**src/hw/rtl/dnsle_pkg.sv**
```systemverilog
// ----------------------------------------------------------------------------
// dnsle_pkg
// Shared constants and types for the DNS name label encoder.
// ----------------------------------------------------------------------------
package dnsle_pkg;

  // Default label bound and the fixed width of a label store address.
  localparam int unsigned LabelMax = 62;
  localparam int unsigned AddrW    = 6;

  localparam logic       OpChar   = 1'b0;
  localparam logic       OpEnd    = 1'b1;
  localparam logic [7:0] DotChar  = 8'h2E;
  localparam logic [7:0] TermByte = 8'h00;

  typedef struct packed {
    logic             en;
    logic [AddrW-1:0] addr;
    logic [7:0]       data;
  } wr_req_t;

  typedef struct packed {
    logic             en;
    logic [AddrW-1:0] addr;
  } rd_req_t;

endpackage

```
**src/hw/rtl/dnsle_label_mem.sv**
```systemverilog
// ----------------------------------------------------------------------------
// dnsle_label_mem
// Label byte store: one write port, one read port, registered read data.
// ----------------------------------------------------------------------------
module dnsle_label_mem #(
  parameter int unsigned LABEL_MAX = dnsle_pkg::LabelMax
) (
  input  logic              clk_i,
  input  dnsle_pkg::wr_req_t wr_i,
  input  dnsle_pkg::rd_req_t rd_i,
  output logic [7:0]        rdata_o
);

  localparam int unsigned IdxW = (LABEL_MAX > 1) ? $clog2(LABEL_MAX) : 1;

  logic [7:0] mem [LABEL_MAX];
  logic [7:0] rdata_q;

  always_ff @(posedge clk_i) begin
    if (wr_i.en) begin
      mem[wr_i.addr[IdxW-1:0]] <= wr_i.data;
    end
  end

  // read data holds until the next read is issued
  always_ff @(posedge clk_i) begin
    if (rd_i.en) begin
      rdata_q <= mem[rd_i.addr[IdxW-1:0]];
    end
  end

  assign rdata_o = rdata_q;

endmodule

```
**src/hw/rtl/dns_name_label_encoder.sv**
```systemverilog
// ----------------------------------------------------------------------------
// dns_name_label_encoder
// Buffers host name characters per label and replays each label in DNS wire
// form: length byte, label bytes, and a zero terminator at end of name.
// ----------------------------------------------------------------------------
//  channel  | handshake              | payload
//  ---------+------------------------+-----------------------------------
//  in       | in_valid_i / in_stall_o  | operation_i, character_i
//  out      | out_valid_o / out_stall_i| out_byte_o, last_o, overflow_o
//
//  A name character is one store write; past the label bound it only sets
//  the overflow flag. A dot or end item is accepted, then the length byte is
//  sent; for a nonempty label the store reads are issued (registered read
//  data) and each buffered byte is sent, followed by the terminator on an
//  end item.
//  Input stalls for the whole replay; output stalls pause the replay.
//  Reset clears the label length, overflow flag and control; the store is
//  not cleared.
// ----------------------------------------------------------------------------
module dns_name_label_encoder #(
  parameter int unsigned LABEL_MAX = dnsle_pkg::LabelMax
) (
  input  logic       clk_i,
  input  logic       rst_ni,
  input  logic       in_valid_i,
  output logic       in_stall_o,
  input  logic       operation_i,
  input  logic [7:0] character_i,
  output logic       out_valid_o,
  input  logic       out_stall_i,
  output logic [7:0] out_byte_o,
  output logic       last_o,
  output logic       overflow_o
);

  localparam int unsigned LenW = $clog2(LABEL_MAX + 1);

  typedef enum logic [1:0] {
    StIdle,
    StLen,
    StData,
    StTerm
  } state_e;

  state_e          state_q;
  logic [LenW-1:0] len_q;
  logic [LenW-1:0] rd_idx_q;
  logic [LenW-1:0] sent_q;
  logic            ovf_q;
  logic            term_q;
  logic            rd_pend_q;
  logic            out_valid_q;
  logic [7:0]      out_byte_q;
  logic            last_q;
  logic            overflow_q;

  logic               in_acc;
  logic               out_free;
  logic               consume;
  logic               issue;
  logic               emit;
  logic               last_data;
  logic [7:0]         rdata;
  dnsle_pkg::wr_req_t wr_req;
  dnsle_pkg::rd_req_t rd_req;

  assign in_stall_o = (state_q != StIdle);
  assign in_acc     = in_valid_i && !in_stall_o;
  assign out_free   = !out_valid_q || !out_stall_i;

  assign consume   = (state_q == StData) && rd_pend_q && out_free;
  assign issue     = (state_q == StData) && (rd_idx_q < len_q) && (!rd_pend_q || consume);
  assign last_data = (LenW'(sent_q + 1'b1) == len_q);
  // an output item is loaded this cycle
  assign emit      = ((state_q == StLen || state_q == StTerm) && out_free) || consume;

  always_comb begin
    wr_req.en   = in_acc && (operation_i == dnsle_pkg::OpChar)
                  && (character_i != dnsle_pkg::DotChar) && (len_q < LenW'(LABEL_MAX));
    wr_req.addr = dnsle_pkg::AddrW'(len_q);
    wr_req.data = character_i;
    rd_req.en   = issue;
    rd_req.addr = dnsle_pkg::AddrW'(rd_idx_q);
  end

  dnsle_label_mem #(
    .LABEL_MAX (LABEL_MAX)
  ) u_mem (
    .clk_i   (clk_i),
    .wr_i    (wr_req),
    .rd_i    (rd_req),
    .rdata_o (rdata)
  );

  always_ff @(posedge clk_i or negedge rst_ni) begin
    if (!rst_ni) begin
      state_q     <= StIdle;
      len_q       <= '0;
      rd_idx_q    <= '0;
      sent_q      <= '0;
      ovf_q       <= 1'b0;
      term_q      <= 1'b0;
      rd_pend_q   <= 1'b0;
      out_valid_q <= 1'b0;
      out_byte_q  <= '0;
      last_q      <= 1'b0;
      overflow_q  <= 1'b0;
    end else begin
      out_valid_q <= emit || (out_valid_q && out_stall_i);
      if (issue) begin
        rd_idx_q <= LenW'(rd_idx_q + 1'b1);
      end
      rd_pend_q <= issue || (rd_pend_q && !consume);

      unique case (state_q)
        StIdle: begin
          if (in_acc) begin
            if (operation_i == dnsle_pkg::OpEnd || character_i == dnsle_pkg::DotChar) begin
              term_q  <= (operation_i == dnsle_pkg::OpEnd);
              state_q <= StLen;
            end else if (len_q < LenW'(LABEL_MAX)) begin
              len_q <= LenW'(len_q + 1'b1);
            end else begin
              ovf_q <= 1'b1;
            end
          end
        end
        StLen: begin
          if (out_free) begin
            out_byte_q  <= 8'(len_q);
            last_q      <= !term_q && (len_q == '0);
            overflow_q  <= ovf_q;
            rd_idx_q    <= '0;
            sent_q      <= '0;
            if (len_q == '0) begin
              ovf_q   <= 1'b0;
              state_q <= term_q ? StTerm : StIdle;
            end else begin
              state_q <= StData;
            end
          end
        end
        StData: begin
          if (consume) begin
            out_byte_q  <= rdata;
            last_q      <= !term_q && last_data;
            overflow_q  <= ovf_q;
            sent_q      <= LenW'(sent_q + 1'b1);
            if (last_data) begin
              len_q   <= '0;
              ovf_q   <= 1'b0;
              state_q <= term_q ? StTerm : StIdle;
            end
          end
        end
        StTerm: begin
          if (out_free) begin
            out_byte_q  <= dnsle_pkg::TermByte;
            last_q      <= 1'b1;
            overflow_q  <= 1'b0;
            state_q     <= StIdle;
          end
        end
        default: state_q <= StIdle;
      endcase
    end
  end

  assign out_valid_o = out_valid_q;
  assign out_byte_o  = out_byte_q;
  assign last_o      = last_q;
  assign overflow_o  = overflow_q;

endmodule

```
**config.mk**
```make
export PLATFORM = sky130hd
export DESIGN_NAME = dns_name_label_encoder
export DESIGN_NICKNAME = d
export VERILOG_FILES = /design/src/hw/rtl/dnsle_pkg.sv /design/src/hw/rtl/dnsle_label_mem.sv /design/src/hw/rtl/dns_name_label_encoder.sv
export SDC_FILE = /design/constraint.sdc
export NUM_CORES = 1
export LEC_CHECK = 0
export ABC_AREA = 1
export BUFFER_PORTS_ARGS = -buffer_cell sky130_fd_sc_hd__buf_2
export CAP_MARGIN = 5
export CORE_ASPECT_RATIO = 0.75
export CORE_MARGIN = 2
export CORE_UTILIZATION = 25
export DETAILED_ROUTE_END_ITERATION = 16
export SLEW_MARGIN = 30
export SYNTH_ARGS = -nofsm -noshare
export SYNTH_HDL_FRONTEND = slang
export SYNTH_SLANG_ARGS = --single-unit
```
**constraint.sdc**
```tcl
create_clock -name clk_i -period 3.45 [get_ports clk_i]
set_input_delay 0.1725 -clock clk_i [delete_from_list [all_inputs] [get_ports clk_i]]
set_output_delay 0.1725 -clock clk_i [all_outputs]
set_load 0.005 [all_outputs]
```
* Yosys cells after proc, flatten, opt, wreduce, memory -nomap -nowiden
Memories as Yosys holds them, arrays and structs flattened. A register that Yosys moved wholly into a read port is not among the register bits.
Cells that the tools add are included.
** Cells by class
- $add $sub $neg :: 3
- $lt $le $gt $ge :: 2
- Eq/ne operators :: 16
- Multiplexer cells :: 43
- Bitwise logic cells :: 1
- Reductions and logical operators :: 39
** Operators with widths (number)
- 2-to-1 mux 6 bit :: 10
- 2-to-1 mux 8 bit :: 3
- one-hot mux 6 bit (2 select lines) :: 2
- one-hot mux 8 bit (3 select lines) :: 1
- adder 6 x 1 -> 6 bit (second input constant) :: 3
- inequality test 2 bit (second input constant) :: 9
- 2-to-1 mux 2 bit :: 8
- 2-to-1 mux 1 bit :: 15
- logical AND 1 bit :: 13
- AND reduction 6 bit :: 2
- one-hot mux 1 bit (3 select lines) :: 3
- == test 8 x 6 -> 1 bit (second input constant) :: 1
- inequality test 8 x 6 -> 1 bit (second input constant) :: 1
- one-hot mux 2 bit (4 select lines) :: 1
- AND reduction 8 bit :: 1
- logical OR 1 bit :: 7
- == test 6 bit :: 1
- logical NOT 1 bit :: 6
- logical NOT 6 bit :: 1
- less-than comparator 6 bit :: 1
- less-than comparator 6 bit (second input constant) :: 1
- AND reduction 3 bit :: 2
- nonzero test 2 bit :: 3
- nonzero test 3 bit :: 2
- other kinds (6) :: 7
** Storage, ports and cells
- Register bits :: 34
- RAM bits :: 496
- Output and inout bits :: 12
- Memories kept :: 1
** Memory list
- u_mem.mem :: words 62, bits a word 8, read ports 1, clocked after memory_dff 1, wr ports 1, RTL line dnsle_label_mem.sv:16 : logic [7:0] mem [LABEL_MAX];

* Logic depth before layout (Yosys ltp)
- Word-level depth :: 8
- Mapped depth :: 14
- Depth with buffers taken out :: 12

* Modules after synthesis
Synthesis repeated with hierarchy kept, for this count alone.
** Unflattened totals
- Cell total of the unflattened synthesis :: 2062
- Area, all modules :: 22769.3 um2
** Modules (own cells, without submodules)
- dnsle_label_mem :: instances 1, cells each 1756, area an instance 20546.0 um2, seq. area each 15134.5 um2
- dns_name_label_encoder :: instances 1, cells each 306, area an instance 2223.4 um2, seq. area each 850.8 um2

* Least setup slack after synthesis
Ideal clock, no wire load.
- Path type :: reg2reg
- From :: register state_q[0]
- To :: memory u_mem.mem[32][0] (enable)
- Library setup time :: 0.371 ns
- Data arrival time :: 1.788 ns
- Required time :: 3.079 ns
- Setup slack :: 1.292 ns
- Stages on the path, launching flop included :: 9
- Path buffers :: 0
- Clock period less this slack :: 2.158 ns
- Path through :: dfrtp_1 > inv_1 > ha_1 > nand2_1 > nor2_1 > nand2_1 > inv_1 > nand4_1 > nor2_1
** Between the ends
- Longest elaborated chain between the ends :: 8
** Ends and longest elaborated chain
- start, declared :: RTL line dns_name_label_encoder.sv:45 : state_e state_q;
- start signal, assigned :: RTL line dns_name_label_encoder.sv:97 : state_q <= StIdle;
- start signal, assigned :: RTL line dns_name_label_encoder.sv:120 : state_q <= StLen;
- start signal, assigned :: RTL line dns_name_label_encoder.sv:137 : state_q <= term_q ? StTerm : StIdle;
- nonzero test 2 bit :: RTL line dns_name_label_encoder.sv:67 : assign in_stall_o = (state_q != StIdle);
- logical NOT 1 bit :: RTL line dns_name_label_encoder.sv:68 : assign in_acc = in_valid_i && !in_stall_o;
- logical AND 1 bit :: RTL line dns_name_label_encoder.sv:68
- logical AND 1 bit :: RTL line dns_name_label_encoder.sv:78 : wr_req.en = in_acc && (operation_i == dnsle_pkg::OpChar)
- logical AND 1 bit (2 in series) :: RTL line dns_name_label_encoder.sv:79 : && (character_i != dnsle_pkg::DotChar) && (len_q < LenW'(LABEL_MAX));
- 2-to-1 mux 1 bit :: RTL line dnsle_label_mem.sv:20 : if (wr_i.en) begin
- 2-to-1 mux 1 bit (implied by the code) :: RTL line dnsle_label_mem.sv:21 : mem[wr_i.addr[IdxW-1:0]] <= wr_i.data;
- end, declared :: RTL line dnsle_label_mem.sv:16
No other way between the ends.

* Final worst setup path
- From :: register state_q[0]
- To :: memory u_mem.mem[44][4] (enable)
The elaborated chain is that of the path after synthesis.

==> results list <==
- Status: complete, no violations
- During synthesis, Yosys emitted a total of 0 warnings.
- DPL Wire Length: 33.56 mm
* Top delay family on crit path: simple AND/OR/NAND/NOR gates
- The via count of the first global-routing pass is 14,073.
- In this run the number of H-tree levels came out at 2.
- Overall power after layout: 18,290 uW
- STA classifies the critical path endpoint as a flop.
* Post-synth top cells: edfxtp_1 (504), nor2_1 (501), nand2_1 (263), o21ai_0 (248), nand3_1 (170)
* Post-synthesis register bit count: 538
* Buffers and inverters on the worst path: 2
- Across the VDD grid, the largest voltage drop is 0.4855 mV.
- For this run, the slowest stage of the critical path takes 750 ps.
- Portion of the post-synthesis area used by sequential elements: 71.03%
* Async set-reset flop share out of synthesis: 6.320%
- The path class of the tightest hold or removal check is input port to flop.
* Number of antenna repair diodes: 0
* Number of enable-type register cells in the synthesized netlist: 504
- Global-route congestion overflow total: 0
- The initial utilization of the core area, before any placement, comes to 25.18%.
- The count of buffers added on input and output ports is 24.
- The first routing iteration left 1,850 violations.
* Buffer levels on the longest clock path: 3
* Cell count after placement: 3,161
- After the last flow step, the layout net total stands at 2,032.
- Cells traversed along the worst timing path: inv_1 > ha_1 > nand2_1 > nor2_1 > nand2_1 > inv_1 > nand4_1 > nor2_1
- Horizontal die dimension: 350.4 um
* Critical path type: flop to flop
* Initial DRT Pass Iterations: 6
* Number of max-capacitance violations reported: 0
* Required arrival time at the worst endpoint: 3650 ps
- Unrepaired setup endpoints after global routing: false
- Of all nets on the critical path, the largest fanout is 8.
* Die height: 263.8 um
* WL final: 57.82 mm
* First-pass GRT wire length: 87.50 mm
- edfxtp_1 is the most common cell in the netlist.
- The routed layout has 15,045 vias.
* Share of cells above drive strength 1: 6.940%
- The clock arrives with 18.91 ps of skew.
- The floorplan has 95 rows.
- A synthesized cell averages 11.25 um^2.
- Root buffer selected by CTS: clkbuf_16
- The sequential cells in the finished layout cover a total of 0.01599 mm^2.
- For this design the top-level I/O count stands at 25.
- Excluding fillers, the count of instances in the completed layout stands at 3,258.
- Kind of launch point of the worst setup path: flop
* Final TNS setup: 0 ps
- Global routing used 12.28% of the available tracks across all layers.
* Cell area after synthesis: 0.02250 mm^2
- The later pin in the worst-skew pair is clocked with a latency of 590 ps.
- The max-slew violation count came to 0.
* Antenna violations before repair: 2
* Synthesized netlist cell count: 2,001
- For this design, the sink count on the clock tree is 538.
- In the synthesized netlist the dominant register cell turns out to be edfxtp_1.
- For the pin with the worst max-slew slack, the measured transition is 857.7 ps.
- Number of nets with antenna violations after routing: 0
- TritonCTS clock tree: built
- Worst-path clk slew: 60 ps
* Max frequency: 0.3331 GHz
- Filler cell count in the final layout: 9,201
- After synthesis, the netlist uses 33 different library cells.
- Post-detailed-route DRC marker count: 0
- Static leakage power: 0.008696 uW
* Area added between synthesis and finish: 13.98%
- Final weighted congestion in routability-driven placement: 0.8257
- Top cell type by total area after synthesis: edfxtp_1
- Dividing the detail-routed wire length by the instance count gives 17.75 um.
- Pin count of the biggest net entering global routing: 161
- The count of endpoints failing hold in the final timing report came to 0.
- DIE AREA: 0.09246 mm^2
- Dividing the final minimum period by the clock period gives 87.02%.
* Area of the core: 0.08939 mm^2
* Post-DR vias/cell: 4.618
* Post-Synthesis Net Count: 2,028
* Leading cell types by total area after synthesis: edfxtp_1 (67%), nor2_1 (8.4%), o21ai_0 (5.5%)
* Areal power density over the cells: 713.1 mW/mm^2
* Master of the slowest instance on the critical path: nor2_1
- Data on the critical path arrives at its endpoint at 3200 ps.
- The worst pin sits at a relative slew slack of 42.82%.
* Final setup viols: 0
- The share of synthesized area in the top cell type comes to 67.25%.
* Time the worst path needs with I/O delays and setup: 3002 ps
- Clock tree synthesis inserted a total of 50 buffers.
- Summing all multi-input logic gate instances after layout gives 0.005816 mm^2.
-- cell type report --
| class | instances | area share, % |
|---|---|---|
| clock buffer | 63 | 5.151 |
| clock inverter | 30 | 1.176 |
| inverter | 51 | 0.7756 |
| multi-input combinational | 1302 | 22.67 |
| sequential | 538 | 62.35 |
| tap | 1212 | 5.912 |
| timing repair buffer | 62 | 1.961 |
-- registers in the layout, indices dropped and copies added, names as in the netlist, 2 cells and up --
signal         flops
out_byte_o         8
sent_q             6
u_mem.mem        496
rd_idx_q           6
u_mem.rdata_o      8
state_q            2
len_q              6
-- path summary, 6_finish.rpt --
check	startpoint	cells past startpoint	endpoint	slack, ps
worst max register to register	state_q[0]	8	u_mem.mem[44][4]	450
max in group asynchronous	rst_ni	2	rd_idx_q[1]	2610
worst max-delay path	state_q[0]	8	u_mem.mem[44][4]	450
min in group asynchronous	rst_ni	2	out_byte_o[4]	230
worst min-delay path	operation_i	8	ovf_q	160
worst min register to register	out_byte_o[2]	2	out_byte_o[2]	470
-- tightest hold or removal path, cell delays in order --
cell     delay (ps)
buf_2            70
inv_1            70
nand2_1         110
nand2_1          60
nand3_1          60
nor2_1           50
nand3_1          70
nand2_1          50
-- where the power goes --
group / switching [uW] / internal, uW / leakage (uW)
clock network: 2410 / 3170 / 0.000793
registers: 152 / 7330 / 0.00498
logic: 3740 / 1500 / 0.00293
-- layer usage --
layer / part of all wire [%] / vias up / global-route usage, %
met4: 1.6 / 2 / 2.413
met1: 47 / 7349 / 18.75
met3: 8.9 / 71 / 2.633
li1: - / 7022 / -
met2: 42 / 601 / 17.76
met5: 0.022 / - / 0
-- through the flow --
step | area (um^2) | hold slack [ps] | utilization, % | setup slack (ps)
final | 25650 | 163.3 | 28.70 | 447.7
after global routing | 25650 | 232.2 | 28.70 | 203.6
after CTS | 25650 | 143.3 | 28.70 | 495.0
after global placement | 23990 | 316.7 | 26.84 | 545.7
after detailed placement | 23990 | 315.0 | 26.84 | 518.4
after floorplan | 22500 | -123.1 | - | 1292
-- layout by cell type (no fill, tap or decap), types with 2 or more instances in the layout --
cell	count
clkbuf_1	12
inv_2	4
bufinv_16	6
o21ai_0	248
nand2_1	263
a21oi_1	14
o211ai_1	35
nand3_1	170
clkinv_2	8
clkbuf_16	51
dlygate4sd3_1	4
xor2_1	2
nor2_1	501
nor3_1	2
o21ai_1	22
ha_1	14
buf_12	7
o21bai_1	2
buf_4	27
clkinv_4	3
clkinv_1	16
inv_6	2
dfrtp_1	31
inv_1	40
edfxtp_1	504
buf_2	24
dfrtp_4	2
nand4_1	12
or2_2	2
o22ai_1	6
-- kinds of logic (layout without fill, tap and decap cells) --
kind of cell	count (synthesis)	count (layout)	synth area share, %
buffers and inverters	161	206	3.125
AO/OA/AOI/OAI	330	330	7.817
AND/OR/NAND/NOR	956	956	17.17
adder cells (fa/ha/maj)	14	14	0.7784
XOR/XNOR	2	2	0.07785
flip-flops	538	538	71.03
-- timing repair --
item,CTS,global route
hold buffers,4,0
gates resized for setup,0,0
setup buffers,0,0
endpoints found under the hold margin,36,0
Note: power is estimated with default switching activity, not from simulation.
